==> src/hdl/hprm_pkg.sv <==
// hprm_pkg: shared types and constants of the hall period rpm meter
// no dependencies; imported by hprm_div, hall_period_rpm_meter_unit and the testbench

package hprm_pkg;

	localparam int unsigned DATA_W = 32;
	localparam int unsigned ADDR_W = 3;

	localparam logic REG_FILTER    = 1'b0;
	localparam logic REG_NUMERATOR = 1'b1;

	localparam logic              FILTER_RESET    = 1'b1;
	localparam logic [DATA_W-1:0] NUMERATOR_RESET = 32'd20000000;

	typedef enum logic [2:0] {
		ST_IDLE,
		ST_AVG_GO,
		ST_AVG_RUN,
		ST_RPM_GO,
		ST_RPM_RUN,
		ST_DONE
	} state_t;

endpackage

==> src/hdl/hprm_div.sv <==
// hprm_div: bit-serial restoring divider, one quotient bit per cycle
// depends on hprm_pkg for the divisor width

module hprm_div import hprm_pkg::*; #(
	parameter int unsigned DW = 34
) (
	input  logic              clk,
	input  logic              arst_n,
	input  logic              start,
	input  logic [DW-1:0]     dividend,
	input  logic [DATA_W-1:0] divisor,
	output logic              done,
	output logic [DW-1:0]     quotient
);

	localparam int unsigned CW = $clog2(DW + 1);

	logic [DATA_W:0]   rem_q;
	logic [DW-1:0]     num_q;
	logic [DATA_W-1:0] div_q;
	logic [CW-1:0]     cnt_q;
	logic              busy_q;
	logic              done_q;

	logic [DATA_W:0]   trial;
	logic [DATA_W+1:0] diff;
	logic              ge;

	always_comb begin
		trial = {rem_q[DATA_W-1:0], num_q[DW-1]};
		diff  = {1'b0, trial} - {2'b00, div_q};
		ge    = ~diff[DATA_W+1];
	end

	always_ff @(posedge clk or negedge arst_n) begin
		if (!arst_n) begin
			busy_q <= 1'b0;
			done_q <= 1'b0;
			cnt_q  <= '0;
		end else begin
			done_q <= 1'b0;
			if (start) begin
				busy_q <= 1'b1;
				cnt_q  <= CW'(DW);
			end else if (busy_q) begin
				cnt_q <= cnt_q - CW'(1);
				if (cnt_q == CW'(1)) begin
					busy_q <= 1'b0;
					done_q <= 1'b1;
				end
			end
		end
	end

	always_ff @(posedge clk) begin
		if (start) begin
			rem_q <= '0;
			num_q <= dividend;
			div_q <= divisor;
		end else if (busy_q) begin
			rem_q <= ge ? diff[DATA_W:0] : trial;
			num_q <= {num_q[DW-2:0], ge};
		end
	end

	assign done     = done_q;
	assign quotient = num_q;

endmodule

==> src/hdl/hall_period_rpm_meter_unit.sv <==
// hall_period_rpm_meter_unit: hall sensor period meter with ring average and rpm
// depends on hprm_pkg and hprm_div
//
// sample channel (sample_valid/sample_ready) takes a hall level and a microsecond
// timestamp; a falling edge closes a period, which enters a ring of RING_DEPTH
// periods with a running sum. every request gives one result on the result
// channel (result_valid/result_ready): edge_seen, reported_period (ring average
// or latest period per filter_enable) and rpm = rpm_numerator / average (0
// when the average is zero). the average and the rpm come from one shared
// bit-serial divider of SUM_W = 32 + clog2(RING_DEPTH) steps, used for the
// average and then, when the average is nonzero, for the rpm. one request
// is in work at a time; the next is accepted while the previous result still
// waits in the output register, and a stalled receiver holds the finished
// result in the done state until the output register frees up.
// reset clears the ring, sum and timing state, sets the previous level high,
// filter_enable to 1 and rpm_numerator to 20000000. configuration by apb:
// filter_enable at 0x0, rpm_numerator at 0x4.

module hall_period_rpm_meter_unit import hprm_pkg::*; #(
	parameter int unsigned RING_DEPTH = 3
) (
	input  logic              clk,
	input  logic              arst_n,
	input  logic              psel,
	input  logic              penable,
	input  logic              pwrite,
	input  logic [ADDR_W-1:0] paddr,
	input  logic [DATA_W-1:0] pwdata,
	output logic [DATA_W-1:0] prdata,
	output logic              pready,
	input  logic              sample_valid,
	output logic              sample_ready,
	input  logic              hall_level,
	input  logic [DATA_W-1:0] timestamp_us,
	output logic              result_valid,
	input  logic              result_ready,
	output logic              edge_seen,
	output logic [DATA_W-1:0] reported_period,
	output logic [DATA_W-1:0] rpm
);

	localparam int unsigned SUM_W = DATA_W + $clog2(RING_DEPTH);

	state_t state_q, state_d;

	logic              filter_q;
	logic [DATA_W-1:0] numer_q;
	logic              prev_q;
	logic [DATA_W-1:0] start_time_q;
	logic [DATA_W-1:0] latest_q;
	logic [DATA_W-1:0] ring_q [RING_DEPTH];
	logic [SUM_W-1:0]  sum_q;
	logic              edge_q;
	logic [DATA_W-1:0] avg_q;
	logic [DATA_W-1:0] rpm_q;
	logic              result_valid_q;
	logic              edge_out_q;
	logic [DATA_W-1:0] reported_q;
	logic [DATA_W-1:0] rpm_out_q;

	logic              accept;
	logic              fall;
	logic [DATA_W-1:0] period;
	logic              div_start;
	logic [SUM_W-1:0]  div_dividend;
	logic [DATA_W-1:0] div_divisor;
	logic              div_done;
	logic [SUM_W-1:0]  div_quot;
	logic              load_out;
	logic              cfg_wr;

	hprm_div #(
		.DW(SUM_W)
	) u_div (
		.clk      (clk),
		.arst_n   (arst_n),
		.start    (div_start),
		.dividend (div_dividend),
		.divisor  (div_divisor),
		.done     (div_done),
		.quotient (div_quot)
	);

	// configuration
	assign pready = 1'b1;
	assign cfg_wr = psel & penable & pwrite;

	always_ff @(posedge clk or negedge arst_n) begin
		if (!arst_n) begin
			filter_q <= FILTER_RESET;
			numer_q  <= NUMERATOR_RESET;
		end else if (cfg_wr) begin
			if (paddr[2] == REG_FILTER) begin
				filter_q <= pwdata[0];
			end else begin
				numer_q <= pwdata;
			end
		end
	end

	assign prdata = (paddr[2] == REG_NUMERATOR) ? numer_q : {{(DATA_W-1){1'b0}}, filter_q};

	// sample intake and ring
	assign sample_ready = (state_q == ST_IDLE);
	assign accept       = sample_valid & sample_ready;
	assign fall         = prev_q & ~hall_level;
	assign period       = timestamp_us - start_time_q;

	always_ff @(posedge clk or negedge arst_n) begin
		if (!arst_n) begin
			prev_q       <= 1'b1;
			start_time_q <= '0;
			latest_q     <= '0;
			sum_q        <= '0;
			edge_q       <= 1'b0;
			for (int i = 0; i < RING_DEPTH; i++) begin
				ring_q[i] <= '0;
			end
		end else if (accept) begin
			prev_q <= hall_level;
			edge_q <= fall;
			if (fall) begin
				start_time_q <= timestamp_us;
				latest_q     <= period;
				sum_q        <= sum_q - SUM_W'(ring_q[RING_DEPTH-1]) + SUM_W'(period);
				ring_q[0]    <= period;
				for (int i = 1; i < RING_DEPTH; i++) begin
					ring_q[i] <= ring_q[i-1];
				end
			end
		end
	end

	// sequencer
	always_ff @(posedge clk or negedge arst_n) begin
		if (!arst_n) begin
			state_q <= ST_IDLE;
		end else begin
			state_q <= state_d;
		end
	end

	always_comb begin
		state_d      = state_q;
		div_start    = 1'b0;
		div_dividend = sum_q;
		div_divisor  = DATA_W'(RING_DEPTH);
		load_out     = 1'b0;
		case (state_q)
			ST_IDLE: begin
				if (accept) begin
					state_d = ST_AVG_GO;
				end
			end
			ST_AVG_GO: begin
				div_start = 1'b1;
				state_d   = ST_AVG_RUN;
			end
			ST_AVG_RUN: begin
				if (div_done) begin
					state_d = (div_quot[DATA_W-1:0] == '0) ? ST_DONE : ST_RPM_GO;
				end
			end
			ST_RPM_GO: begin
				div_start    = 1'b1;
				div_dividend = SUM_W'(numer_q);
				div_divisor  = avg_q;
				state_d      = ST_RPM_RUN;
			end
			ST_RPM_RUN: begin
				if (div_done) begin
					state_d = ST_DONE;
				end
			end
			ST_DONE: begin
				if (!result_valid_q || result_ready) begin
					load_out = 1'b1;
					state_d  = ST_IDLE;
				end
			end
			default: begin
				state_d = ST_IDLE;
			end
		endcase
	end

	// division results
	always_ff @(posedge clk) begin
		if (state_q == ST_AVG_RUN && div_done) begin
			avg_q <= div_quot[DATA_W-1:0];
			rpm_q <= '0;
		end else if (state_q == ST_RPM_RUN && div_done) begin
			rpm_q <= div_quot[DATA_W-1:0];
		end
	end

	// output register
	always_ff @(posedge clk or negedge arst_n) begin
		if (!arst_n) begin
			result_valid_q <= 1'b0;
		end else if (load_out) begin
			result_valid_q <= 1'b1;
		end else if (result_ready) begin
			result_valid_q <= 1'b0;
		end
	end

	always_ff @(posedge clk) begin
		if (load_out) begin
			edge_out_q <= edge_q;
			reported_q <= filter_q ? avg_q : latest_q;
			rpm_out_q  <= rpm_q;
		end
	end

	assign result_valid    = result_valid_q;
	assign edge_seen       = edge_out_q;
	assign reported_period = reported_q;
	assign rpm             = rpm_out_q;

endmodule

==> config.mk <==
export PLATFORM = sky130hd
export DESIGN_NAME = hall_period_rpm_meter_unit
export DESIGN_NICKNAME = d
export VERILOG_FILES = /design/src/hdl/hprm_pkg.sv /design/src/hdl/hprm_div.sv /design/src/hdl/hall_period_rpm_meter_unit.sv
export SDC_FILE = /design/constraint.sdc
export NUM_CORES = 1
export LEC_CHECK = 0
export BUFFER_PORTS_ARGS = -buffer_cell sky130_fd_sc_hd__buf_4
export CAP_MARGIN = 20
export CORE_ASPECT_RATIO = 1.75
export CORE_MARGIN = 4
export CORE_UTILIZATION = 52
export DETAILED_ROUTE_END_ITERATION = 6
export GPL_TIMING_DRIVEN = 0
export MAX_ROUTING_LAYER = met4
export PLACE_DENSITY_LB_ADDON = 0.3
export SLEW_MARGIN = 25
export SYNTH_ARGS = -nofsm -noshare
export SYNTH_HDL_FRONTEND = slang
export SYNTH_SLANG_ARGS = --single-unit
==> constraint.sdc <==
create_clock -name clk -period 4.5 [get_ports clk]
set_clock_uncertainty 0.05 [all_clocks]
set_input_delay 0.45 -clock clk [delete_from_list [all_inputs] [get_ports clk]]
set_output_delay 0.45 -clock clk [all_outputs]
set_load 0.02 [all_outputs]
==> flow_metrics.env <==
export IMPL_hp_start="timestamp_us[28]"
export IMPL_finalCriticalPeriod_ns=5.03
export IMPL_avgViaCountPerCell=5.61
export IMPL_hold_viol=0
export IMPL_fin_area_um2=27200
export IMPL_status="finished with violations"
export IMPL_worst_path_max_delay_cell="fa_1"
export IMPL_area_growth_pct=19.8
export IMPL_cp_required_ns=4.87
export IMPL_critPathKind="reg -> reg"
export IMPL_die_x_um=166
export IMPL_drv_cap=0
export IMPL_final_layout_size_suffix_gt1_share_pct=18.9
export IMPL_synthCells=2292
export IMPL_worst_pin_slew_ns=0.953
export IMPL_final_cell_mix="nand2_1 (465), dfrtp_1 (199), buf_4 (198)"
export IMPL_num_vias=17649
export IMPL_die_area_um2=47300
export IMPL_io_buffers=171
export IMPL_clk_pin_slew_ns=0.07
export IMPL_synthSimpleGateAreaFrac_pct=14.8
export IMPL_finalCritPeriodShare_pct=112
export IMPL_async_reset_ff_share_pct=47.9
export IMPL_post_route_drc_count=0
export IMPL_fin_util_pct=62.9
export IMPL_start_kind="flop"
export IMPL_vdd_ir_drop_max_v=0.000280
export IMPL_boundaryPins=175
export IMPL_synth_compound_area_share_pct=13.1
export IMPL_p_sw_mw=2.18
export IMPL_reg2reg_to="sum_q[28]"
export IMPL_clock_latency_ns=0.56
export IMPL_ys_ff_latch=436
export IMPL_synth_nets=2500
export IMPL_multi_input_area_um2=10800
export IMPL_cp_arrival_ns=5.40
export IMPL_antenna_cells=0
export IMPL_final_setup_worst_slack_ns=-0.529
export IMPL_r2r_setup_slack_ns=-0.53
export IMPL_synth_cell_type_count=84
export IMPL_synth_enable_flop_cells=163
export IMPL_numCtsBuffers=42
export IMPL_clockBufferDepth=3
export IMPL_internal_power_mw=6.78
export IMPL_violations="negative setup slack"
export IMPL_hpwlAfterDp_mm=49.9
export IMPL_seqCellArea_um2=11400
export IMPL_cts_root_buf="clkbuf_16"
export IMPL_core_area_um2=43300
export IMPL_rows=101
export IMPL_drv_slew=0
export IMPL_drt_iter0_markers=923
export IMPL_track_usage_pct=27.3
export IMPL_grt_overflow_total=0
export IMPL_grt_max_degree=91
export IMPL_min_path_type="in -> reg"
export IMPL_synth_main_ff_cell="dfrtp_1"
export IMPL_dr_pass1_iters=6
export IMPL_slowest_delay_ns=0.52
export IMPL_synth_area_um2=22700
export IMPL_clock_power_share_pct=41.9
export IMPL_cts_tree="done"
export IMPL_power_density_nw_per_um2=329
export IMPL_antenna_left=0
export IMPL_hold_ws_ns=0.0597
export IMPL_layout_commonest_cell="nand2_1"
export IMPL_clkSinkCount=436
export IMPL_r2r_start="start_time_q[0]"
export IMPL_yosysWarnings=0
export IMPL_swShare_pct=24.3
export IMPL_syn_area_per_cell_um2=9.92
export IMPL_wl_per_cell_um=20.4
export IMPL_antenna_found_initial=0
export IMPL_synth_fa_ha_area_share_pct=8.44
export IMPL_min_path_cells=3
export IMPL_crit_path_end_kind="flop"
export IMPL_grt_pass1_vias=18192
export IMPL_cts_max_level=2
export IMPL_fp_dieH_um=285
export IMPL_yosysSeqAreaShare_pct=50.2
export IMPL_wirelength_mm=64.3
export IMPL_whs_endpoint="start_time_q[28]"
export IMPL_synth_top_family_by_area="simple AND/OR/NAND/NOR gates"
export IMPL_grt_pass1_wl_mm=98.7
export IMPL_initial_core_util_pct=52.5
export IMPL_gp_congestion=0.957
export IMPL_pre_cts_ws_ns=-1.13
export IMPL_synthXorXnorAreaFrac_pct=3.12
export IMPL_dpl_instance_area_um2=25000
export IMPL_fmax_mhz=199
export IMPL_r2r_cells=25
export IMPL_leakage_nw=12.1
export IMPL_synth_mux_area_share_pct=5.39
export IMPL_num_fill_cells=3484
export IMPL_nets=2754
export IMPL_critPathMaxFanout=4
export IMPL_p_seq_share_pct=47.7
export IMPL_maxSlewHeadroom_pct=36.5
export IMPL_comb_power_share_pct=10.5
export IMPL_setup_viol=19
export IMPL_rsz0062_at_grt="true"
[power by group through the flow]
stage	Sequential [mW]	Combinational (mW)	Clock, mW
CTS	4.27	0.898	3.79
global placement	4.35	0.808	0
global route	4.27	1.01	3.96
detailed placement	4.35	0.828	0
finish	4.27	0.937	3.75
floorplan	4.30	0.526	0
[state kept, by name, summed over array words and instances, names as in the netlist, 32 cells and up]
signal and count:
start_time_q 32, sum_q 34, u_div.quotient 34, numer_q 32, rpm 32, u_div.div_q 32, rpm_q 32, ring_q 96
u_div.rem_q 32, avg_q 32, reported_period 32
[Yosys cell counts (all sizes together), types with 15 or more instances]
| master | number | area share, % |
|---|---|---|
| nand2 | 469 | 7.8 |
| dfrtp | 199 | 22 |
| inv | 194 | 3.2 |
| o21ai | 188 | 4.2 |
| edfxtp | 163 | 22 |
| a21oi | 130 | 2.9 |
| ha | 99 | 5.4 |
| clkbuf | 86 | 1.4 |
| nor2 | 83 | 1.4 |
| mux2 | 68 | 3.4 |
| dfxtp | 64 | 5.6 |
| xnor2 | 53 | 2.0 |
| mux2i | 46 | 2.0 |
| a21o | 39 | 1.3 |
| and3 | 39 | 1.1 |
| fa | 34 | 3.0 |
| and2 | 33 | 0.91 |
| xor2 | 28 | 1.1 |
| nor3 | 27 | 0.62 |
| nand3 | 24 | 0.53 |
| a211oi | 21 | 0.72 |
| nand2b | 17 | 0.47 |
| nor2b | 16 | 0.45 |
| o21a | 15 | 0.53 |
[stage by stage]
step                setup TNS, ns  power (mW)  cells
finish                      -6.17        8.96   3146
CTS                         -3.59        8.96   3137
detailed placement         -15.64        5.18   3036
global route                -9.26        9.23   3146
floorplan                       0        4.82   2292
global placement           -99.81        5.15   3029
[worst max-delay path by stage]
| stage | startpoint | end | slack, ns | depth (start not counted) |
|---|---|---|---|---|
| 6_report | start_time_q[0] | sum_q[28] | -0.53 | 25 |
| 5_1_grt | start_time_q[1] | sum_q[32] | -0.72 | 23 |
| 4_1_cts | start_time_q[0] | sum_q[32] | -0.44 | 24 |
| 3_5_place_dp | timestamp_us[0] | sum_q[33] | -1.13 | 24 |
| 3_3_place_gp | state_q[1] | reported_period[0] | -1.32 | 4 |
| 2_1_floorplan | timestamp_us[0] | sum_q[32] | 0.001 | 25 |
[what timing repair did]
item                                   in CTS  in global routing
pin swaps                                  47                 32
endpoints found under the hold margin      31                  0
buffers inserted                           22                 11
setup endpoints to repair                  20                 20
gates resized for setup                    75                 42
gates cloned                                0                  0
hold buffers                                1                  0
[metal layers]
metal  share of wire, %  global-route usage (%)
met3                3.8                    2.73
met1                 35                    27.6
met5                  0                       -
met2                 55                    51.6
met4                6.2                    14.0
[cells by family (layout without fill, tap and decap cells)]
kind of cell    Yosys count  in the layout
fa+ha+maj               133            133
mux                     114            114
buf+inv                 291            579
xor+xnor                 81             81
other cells               1              1
simple gates            757            757
flops                   436            436
compound gates          479            479
[worst max-delay path: cells and delay by family, from the launching register on]
family                     cells  cell delay [ns]
xor gates and xnor gates       1             0.13
adders and majority gates      4             1.22
AOI/OAI and AO/OA             13             2.31
and+or+nand+nor                4             0.53
DFF                            1             0.39
buffers and inverters          3             0.25
[final cells by class]
cell class	count	area share [%]
Clock inverter	23	1.09
Tap cell	566	2.60
Buffer	96	1.47
Inverter	194	2.69
Multi-Input combinational cell	1565	39.6
Timing Repair Buffer	211	6.32
Sequential cell	436	41.9
Clock buffer	55	4.30
(Power assumes the default switching activity.)
